## config.mk

```make
export PLATFORM = sky130hd
export DESIGN_NAME = gbn_ctrl
export DESIGN_NICKNAME = d
export VERILOG_FILES = /design/src/rtl/gbn_pkg.sv /design/src/rtl/gbn_ctrl.sv
export SDC_FILE = /design/constraint.sdc
export NUM_CORES = 1
export LEC_CHECK = 0
export ABC_AREA = 1
export BUFFER_PORTS_ARGS = -buffer_cell sky130_fd_sc_hd__buf_4
export CAP_MARGIN = 20
export CORE_MARGIN = 8
export CORE_UTILIZATION = 40
export CTS_CLUSTER_DIAMETER = 120
export DETAILED_ROUTE_END_ITERATION = 12
export GPL_TIMING_DRIVEN = 0
export PLACE_DENSITY = 0.63
export SETUP_SLACK_MARGIN = 0.15
export SLEW_MARGIN = 20
export SYNTH_ARGS = -nofsm -noshare
export SYNTH_HDL_FRONTEND = slang
export SYNTH_SLANG_ARGS = --single-unit
export TNS_END_PERCENT = 10
```

## constraint.sdc

```tcl
create_clock -name clk -period 1.8 [get_ports clk]
set_input_delay 0.09 -clock clk [delete_from_list [all_inputs] [get_ports clk]]
set_output_delay 0.09 -clock clk [all_outputs]
set_load 0.03 [all_outputs]
```

## src/rtl/gbn_pkg.sv

```systemverilog
// Shared types and constants of the greedy box NMS unit.
// Depends on nothing; every other file but gbn_ram imports it.
`default_nettype none
package gbn_pkg;

  // Default sizes of the kept-box store and the box index range.
  localparam int DEF_MAX_KEEP  = 64;
  localparam int DEF_MAX_BOXES = 65536;

  // One pixel in unsigned Q12.4, for the inclusive corner convention.
  localparam int PIX_ONE = 16;

  // Field widths fixed by the item format.
  localparam int CoordW = 16;
  localparam int BoxW   = 4 * CoordW;
  localparam int IdxW   = 16;
  localparam int CntW   = 7;
  localparam int ThrW   = 16;

  // Configuration port.
  localparam int CfgAddrW = 1;
  localparam int CfgDataW = 16;
  localparam logic [CfgAddrW-1:0] REG_IOU_THRESHOLD = 1'd0;
  localparam logic [CfgAddrW-1:0] REG_MAX_KEEPS     = 1'd1;
  localparam logic [ThrW-1:0] THR_RESET = 16'd45875;
  localparam logic [CntW-1:0] MK_RESET  = 7'd64;

  // Commands from the controller to the datapath.
  typedef struct packed {
    logic load;       // latch the incoming box
    logic load_area;  // compute the area of the latched box
    logic clr_hit;    // clear the suppression flag
    logic issue;      // read one kept entry into the compare pipeline
    logic wr_en;      // store the latched box as a kept entry
  } gbn_cmd_t;

  // Status from the datapath to the controller.
  typedef struct packed {
    logic hit;        // some compared kept box suppresses this one
    logic pipe_busy;  // compare pipeline still holds an entry
    logic last;       // latched box closes its set
  } gbn_status_t;

endpackage
`default_nettype wire

```

## src/rtl/gbn_ctrl.sv

```systemverilog
// Controller of the greedy box NMS unit: sequencer, set counters,
// configuration registers and the result register. Depends on gbn_pkg.
`default_nettype none
module gbn_ctrl #(
  parameter int MAX_KEEP  = gbn_pkg::DEF_MAX_KEEP,
  parameter int MAX_BOXES = gbn_pkg::DEF_MAX_BOXES,
  localparam int AW = (MAX_KEEP > 1) ? $clog2(MAX_KEEP) : 1,
  localparam int KW = $clog2(MAX_KEEP + 1)
) (
  input  wire logic                        clk,
  input  wire logic                        rst_n,
  input  wire logic                        cfg_we,
  input  wire logic [gbn_pkg::CfgAddrW-1:0] cfg_addr,
  input  wire logic [gbn_pkg::CfgDataW-1:0] cfg_wdata,
  input  wire logic                        in_valid,
  output logic                             in_ready,
  output logic                             out_valid,
  input  wire logic                        out_ready,
  output logic [gbn_pkg::IdxW-1:0]         out_box_index,
  output logic                             out_kept,
  output logic [gbn_pkg::CntW-1:0]         out_kept_count,
  output logic                             out_set_done,
  output gbn_pkg::gbn_cmd_t                cmd,
  output logic [AW-1:0]                    rd_addr,
  output logic [AW-1:0]                    wr_addr,
  output logic [gbn_pkg::ThrW-1:0]         thr,
  input  wire gbn_pkg::gbn_status_t        status
);
  import gbn_pkg::*;

  typedef enum logic [2:0] {
    S_IDLE, S_PREP, S_SCAN, S_DRAIN, S_DONE
  } state_t;

  state_t          state_r, state_nxt;
  logic [KW-1:0]   kept_total_r, kept_total_nxt;
  logic [IdxW-1:0] box_counter_r, box_counter_nxt;
  logic [IdxW-1:0] index_r, index_nxt;
  logic [AW-1:0]   scan_r, scan_nxt;
  logic            keep_r, keep_nxt;
  logic [ThrW-1:0] thr_r;
  logic [CntW-1:0] mk_r;
  logic            out_valid_r, out_valid_nxt;
  logic [IdxW-1:0] out_index_r, out_index_nxt;
  logic            out_kept_r, out_kept_nxt;
  logic [CntW-1:0] out_count_r, out_count_nxt;
  logic            out_done_r, out_done_nxt;

  logic [KW-1:0] limit;
  logic          accept;
  logic          slot_free;
  logic [KW-1:0] total_inc;

  // Effective keep limit.
  always_comb begin
    if ((mk_r == '0) || (int'(mk_r) > MAX_KEEP)) begin
      limit = KW'(MAX_KEEP);
    end else begin
      limit = KW'(mk_r);
    end
  end

  assign accept    = in_valid && (state_r == S_IDLE);
  assign slot_free = !out_valid_r || out_ready;
  assign total_inc = kept_total_r + KW'(1);

  // Next state, commands and result values.
  always_comb begin
    state_nxt       = state_r;
    kept_total_nxt  = kept_total_r;
    box_counter_nxt = box_counter_r;
    index_nxt       = index_r;
    scan_nxt        = scan_r;
    keep_nxt        = keep_r;
    out_valid_nxt   = out_valid_r && !out_ready;
    out_index_nxt   = out_index_r;
    out_kept_nxt    = out_kept_r;
    out_count_nxt   = out_count_r;
    out_done_nxt    = out_done_r;
    cmd             = '0;
    unique case (state_r)
      S_IDLE: begin
        if (accept) begin
          cmd.load  = 1'b1;
          index_nxt = box_counter_r;
          scan_nxt  = '0;
          keep_nxt  = (kept_total_r < limit);
          if ((kept_total_r >= limit) || (kept_total_r == '0)) begin
            state_nxt = S_DONE;
          end else begin
            state_nxt = S_PREP;
          end
        end
      end
      S_PREP: begin
        cmd.load_area = 1'b1;
        cmd.clr_hit   = 1'b1;
        state_nxt     = S_SCAN;
      end
      S_SCAN: begin
        cmd.issue = 1'b1;
        scan_nxt  = scan_r + AW'(1);
        if (KW'(scan_r) == kept_total_r - KW'(1)) begin
          state_nxt = S_DRAIN;
        end
      end
      S_DRAIN: begin
        if (!status.pipe_busy) begin
          keep_nxt  = !status.hit;
          state_nxt = S_DONE;
        end
      end
      S_DONE: begin
        if (slot_free) begin
          cmd.wr_en     = keep_r;
          out_valid_nxt = 1'b1;
          out_index_nxt = index_r;
          out_kept_nxt  = keep_r;
          out_count_nxt = keep_r ? CntW'(total_inc) : CntW'(kept_total_r);
          out_done_nxt  = status.last;
          if (keep_r) begin
            kept_total_nxt = total_inc;
          end
          if (box_counter_r < IdxW'(MAX_BOXES - 1)) begin
            box_counter_nxt = box_counter_r + IdxW'(1);
          end
          if (status.last) begin
            kept_total_nxt  = '0;
            box_counter_nxt = '0;
          end
          state_nxt = S_IDLE;
        end
      end
      default: state_nxt = S_IDLE;
    endcase
  end

  // State, counters and registered outputs.
  always_ff @(posedge clk) begin
    if (!rst_n) begin
      state_r       <= S_IDLE;
      kept_total_r  <= '0;
      box_counter_r <= '0;
      out_valid_r   <= 1'b0;
      thr_r         <= THR_RESET;
      mk_r          <= MK_RESET;
    end else begin
      state_r       <= state_nxt;
      kept_total_r  <= kept_total_nxt;
      box_counter_r <= box_counter_nxt;
      out_valid_r   <= out_valid_nxt;
      if (cfg_we) begin
        unique case (cfg_addr)
          REG_IOU_THRESHOLD: thr_r <= cfg_wdata[ThrW-1:0];
          REG_MAX_KEEPS:     mk_r  <= cfg_wdata[CntW-1:0];
          default: ;
        endcase
      end
    end
    index_r     <= index_nxt;
    scan_r      <= scan_nxt;
    keep_r      <= keep_nxt;
    out_index_r <= out_index_nxt;
    out_kept_r  <= out_kept_nxt;
    out_count_r <= out_count_nxt;
    out_done_r  <= out_done_nxt;
  end

  assign in_ready       = (state_r == S_IDLE);
  assign out_valid      = out_valid_r;
  assign out_box_index  = out_index_r;
  assign out_kept       = out_kept_r;
  assign out_kept_count = out_count_r;
  assign out_set_done   = out_done_r;
  assign rd_addr        = scan_r;
  assign wr_addr        = kept_total_r[AW-1:0];
  assign thr            = thr_r;

`ifndef NO_ASSERTIONS
  // The kept count never passes the store depth.
  a_total_max: assert property (@(posedge clk) disable iff (!rst_n)
    kept_total_r <= KW'(MAX_KEEP))
    else $error("kept count beyond store depth");
  // Reads only touch entries written in this set.
  a_rd_range: assert property (@(posedge clk) disable iff (!rst_n)
    cmd.issue |-> (KW'(rd_addr) < kept_total_r))
    else $error("read of an unwritten entry");
  // A store write advances the count or closes the set.
  a_wr_count: assert property (@(posedge clk) disable iff (!rst_n)
    cmd.wr_en |=> (kept_total_r == $past(total_inc)) || (kept_total_r == '0))
    else $error("kept count not advanced on store write");
`endif

endmodule
`default_nettype wire

```

==> flow_summary_export.csv <==
group,metric,value,unit
power_and_ir_drop,ir_drop,0.000738,V
routing,dr_wl_met3,806,microns
grt,overflow,0,
worst_setup_path,crit_type,"flip-flop to flip-flop",
worst_setup_path,crit_buf_inv,0,
finish,utilization,54.0,%
floorplan,die_y,123,microns
yosys,synthDistinctLibCells,33,
place,dp_hpwl,8050,microns
timing,fin_worst_skew,0.00513,ns
yosys,syn_area_per_cell,8.50,sq um
routing,ant_nets,0,
grt,grt_pass1_wl,18200,microns
routing,drtIter0Drc,212,
clock_network,clk_latency,0.34,ns
worst_setup_path,arrival,2.14,ns
place,place_ws,-0.502,ns
place,gp_congestion,0.853,
yosys,syn_area,4570,sq um
finish,diodes,0,
run_status,violations,"setup timing",
finish,fillCellCount,998,
routing,drc_errors,0,
finish,drive_above_1_share,25.9,%
timing,rsz0062_at_grt,"true",
yosys,synthesis.nets,575,
yosys,ys.flop_type,"dfxtp_1",
grt,grt_pass1_vias,3793,
grt,antenna_found_initial,0,
floorplan,core,11300,sq um
routing,highest_layer,"met4",
timing,maxClockFrequency,527,MHz
routing,vias,3999,
yosys,yosys_warnings,0,
timing,finalCriticalPeriod,1.90,ns
routing,wl,11300,microns
floorplan,initial_core_util,40.6,%
worst_setup_path,end_kind,"flip-flop",
yosys,synth-edff-count,48,
floorplan,die_w,123,microns
run_status,status,"finished, violations left",
yosys,ys_ff_latch,98,
routing,dr.pass1.iters,4,
worst_setup_path,critPathTopFamily,"simple AND/OR/NAND/NOR gates",
clock_network,cts_buffers,9,
floorplan,rows,39,
worst_setup_path,worstPathMaxFanout,3,
clock_network,cts_tree,"yes",
grt,grt_max_degree,17,
worst_setup_path,cp.required,2.04,ns
timing,maxSlewViolCount,0,
clock_network,cts_buffer_depth,2,
clock_network,cts.sinks,98,
yosys,synthCells,538,
job,cap_viol_max_count,0,
power_and_ir_drop,powerDensity,1350,nW/um^2
min_path,hold_path.class,"input port to flip-flop",
worst_setup_path,cp-start-kind,"flip-flop",
routing,post_drt_wl_per_cell,14.0,microns
yosys,yosysSeqAreaShare,53.4,%
timing,relSlewSlack,69.3,%
worst_setup_path,crit_top_cell,"nand2_1",
finish,nNetsFinal,701,
timing,finalWorstSetupSlack,-0.0968,ns
routing,viasPerCell,4.92,
clock_network,cts_max_level,3,
routing,wl_met2,5490,microns
routing,drt-met1-wl,4880,microns
floorplan,die_area,15100,sq um
clock_network,path_clk_slew,0.07,ns
place,port_buffers,83,
floorplan,ios,85,
timing,max_slew.worst_pin.slew,0.460,ns
finish,syn_to_final_growth,33.1,%
timing,min_period_over_period,105,%
timing,hold_violations,0,
yosys,async_reset_ff_share,0,%
worst_setup_path,cpPeakStageDelay,0.33,ns
clock_network,cts_root_buf,"clkbuf_16",
worst_setup_path,worstPathCellList,"nor2_2 > nand3_2 > xor2_2 > nand2_1 > ha_2 > a21oi_2 > nor2_2 > nor3_2 > nand3_1 > nand2_1 > nand2_1 > nor2_1 > nor2_1",
grt,grt_usage,14.9,%
power_and_ir_drop,power,8.22,mW
worst_setup_path,cp_slowest_cell,"dfxtp_2",
power_and_ir_drop,p_leak,2.65,nW
timing,setup_viol,3,
-- stage by stage --
step,hold WS [ns],std cells,area [sq um],TNS (ns)
global placement,0.302,764,5390,-7.64
finish,0.0674,812,6080,-0.198
detailed placement,0.307,764,5390,-11.43
floorplan,0.189,538,4590,0
global route,0.0701,812,6080,-0.784
CTS,0.0629,805,5930,-0.247
-- cell usage in the layout (no fill, tap or decap), types with 3 or more instances in the layout --
master         netlist  layout
nand2_1            122     120
buf_4                7     105
nor2_1              87      77
inv_1               58      56
edfxtp_1            48      48
dfxtp_1             50      42
nand3_1             38      36
o21ai_0             25      23
a21oi_1             24      23
dlygate4sd3_1        0      16
nand4_1             15      15
xor2_1              10       9
nor3_1              11       9
clkbuf_16            0       9
nor2_2               0       8
ha_1                12       8
dfxtp_2              0       7
nor2_4               3       6
clkbuf_1             5       6
nand2_2              2       4
inv_2                3       4
nor3_4               2       3
ha_4                 0       3
-- path summary, 6_finish.rpt --
check	from	to	slack, ns	cells after the start
hold / removal	status[0]	out_set_done$_DFFE_PP_	0.07	1
setup / recovery	mk_r[3]$_SDFFE_PN0P_	state_r[2]$_SDFFE_PN0P_	-0.1	13
setup reg to reg	mk_r[3]$_SDFFE_PN0P_	state_r[2]$_SDFFE_PN0P_	-0.1	13
hold reg to reg	index_r[7]$_DFFE_PP_	out_box_index[7]$_DFFE_PP_	0.42	0
-- area by class of cell --
| class | count | area, sq um | share of cell area, % |
|---|---|---|---|
| Buffer | 16 | 105 | 1.73 |
| Inverter | 62 | 236 | 3.89 |
| Clock inverter | 5 | 38.8 | 0.637 |
| Sequential cell | 98 | 2450 | 40.3 |
| Multi-Input combinational cell | 363 | 1930 | 31.7 |
| Timing Repair Buffer | 114 | 896 | 14.7 |
| Tap cell | 143 | 179 | 2.94 |
| Clock buffer | 11 | 243 | 3.99 |
-- cell usage after synthesis (all sizes together) (12+ instances only) --
cell type	instances	area, sq um
o21ai	25	125
nand3	39	200
nor3	14	97.6
dfxtp	50	1000
nand4	15	93.8
a21oi	25	129
inv	61	229
ha	12	150
nand2	125	482
edfxtp	48	1440
nor2	90	360
-- state kept, by name, indices dropped and copies added (netlist names) --
name            cells
thr                16
out_valid           1
out_box_index      16
box_counter_r      16
out_kept_count      7
mk_r                7
kept_total_r        7
state_r             3
keep_r              1
rd_addr             6
out_set_done        1
out_kept            1
index_r            16
-- metal layers --
layer / vias up / track usage, %
met1: 1849 / 18.1
met5: - / 0
met2: 132 / 25.2
li1: 2004 / -
met3: 14 / 3.65
met4: 0 / 5.18
-- where the power goes --
part | leakage, nW | switching (mW) | internal, mW | total, mW
registers | 0.870 | 0.283 | 2.97 | 3.25
logic | 1.65 | 2.04 | 1.10 | 3.14
clock network | 0.136 | 0.843 | 0.983 | 1.83
-- timing repair --
item / in CTS / in global routing
cloned: 1 / 0
setup endpoints to repair: 60 / 41
setup buffers: 8 / 7
hold buffers: 16 / 0
resized for setup: 12 / 27
endpoints found under the hold margin: 16 / 0
pin swaps: 5 / 26
-- logic make-up (layout without fill, tap and decap cells) --
logic type | after synthesis | count (layout) | synth area share (%)
simple gates | 286 | 287 | 27.7
compound gates | 52 | 52 | 5.88
fa+ha+maj | 12 | 12 | 3.28
buf+inv | 78 | 208 | 7.39
flops | 98 | 98 | 53.4
xor+xnor | 12 | 12 | 2.30
Power figures use the tool's default switching activity.
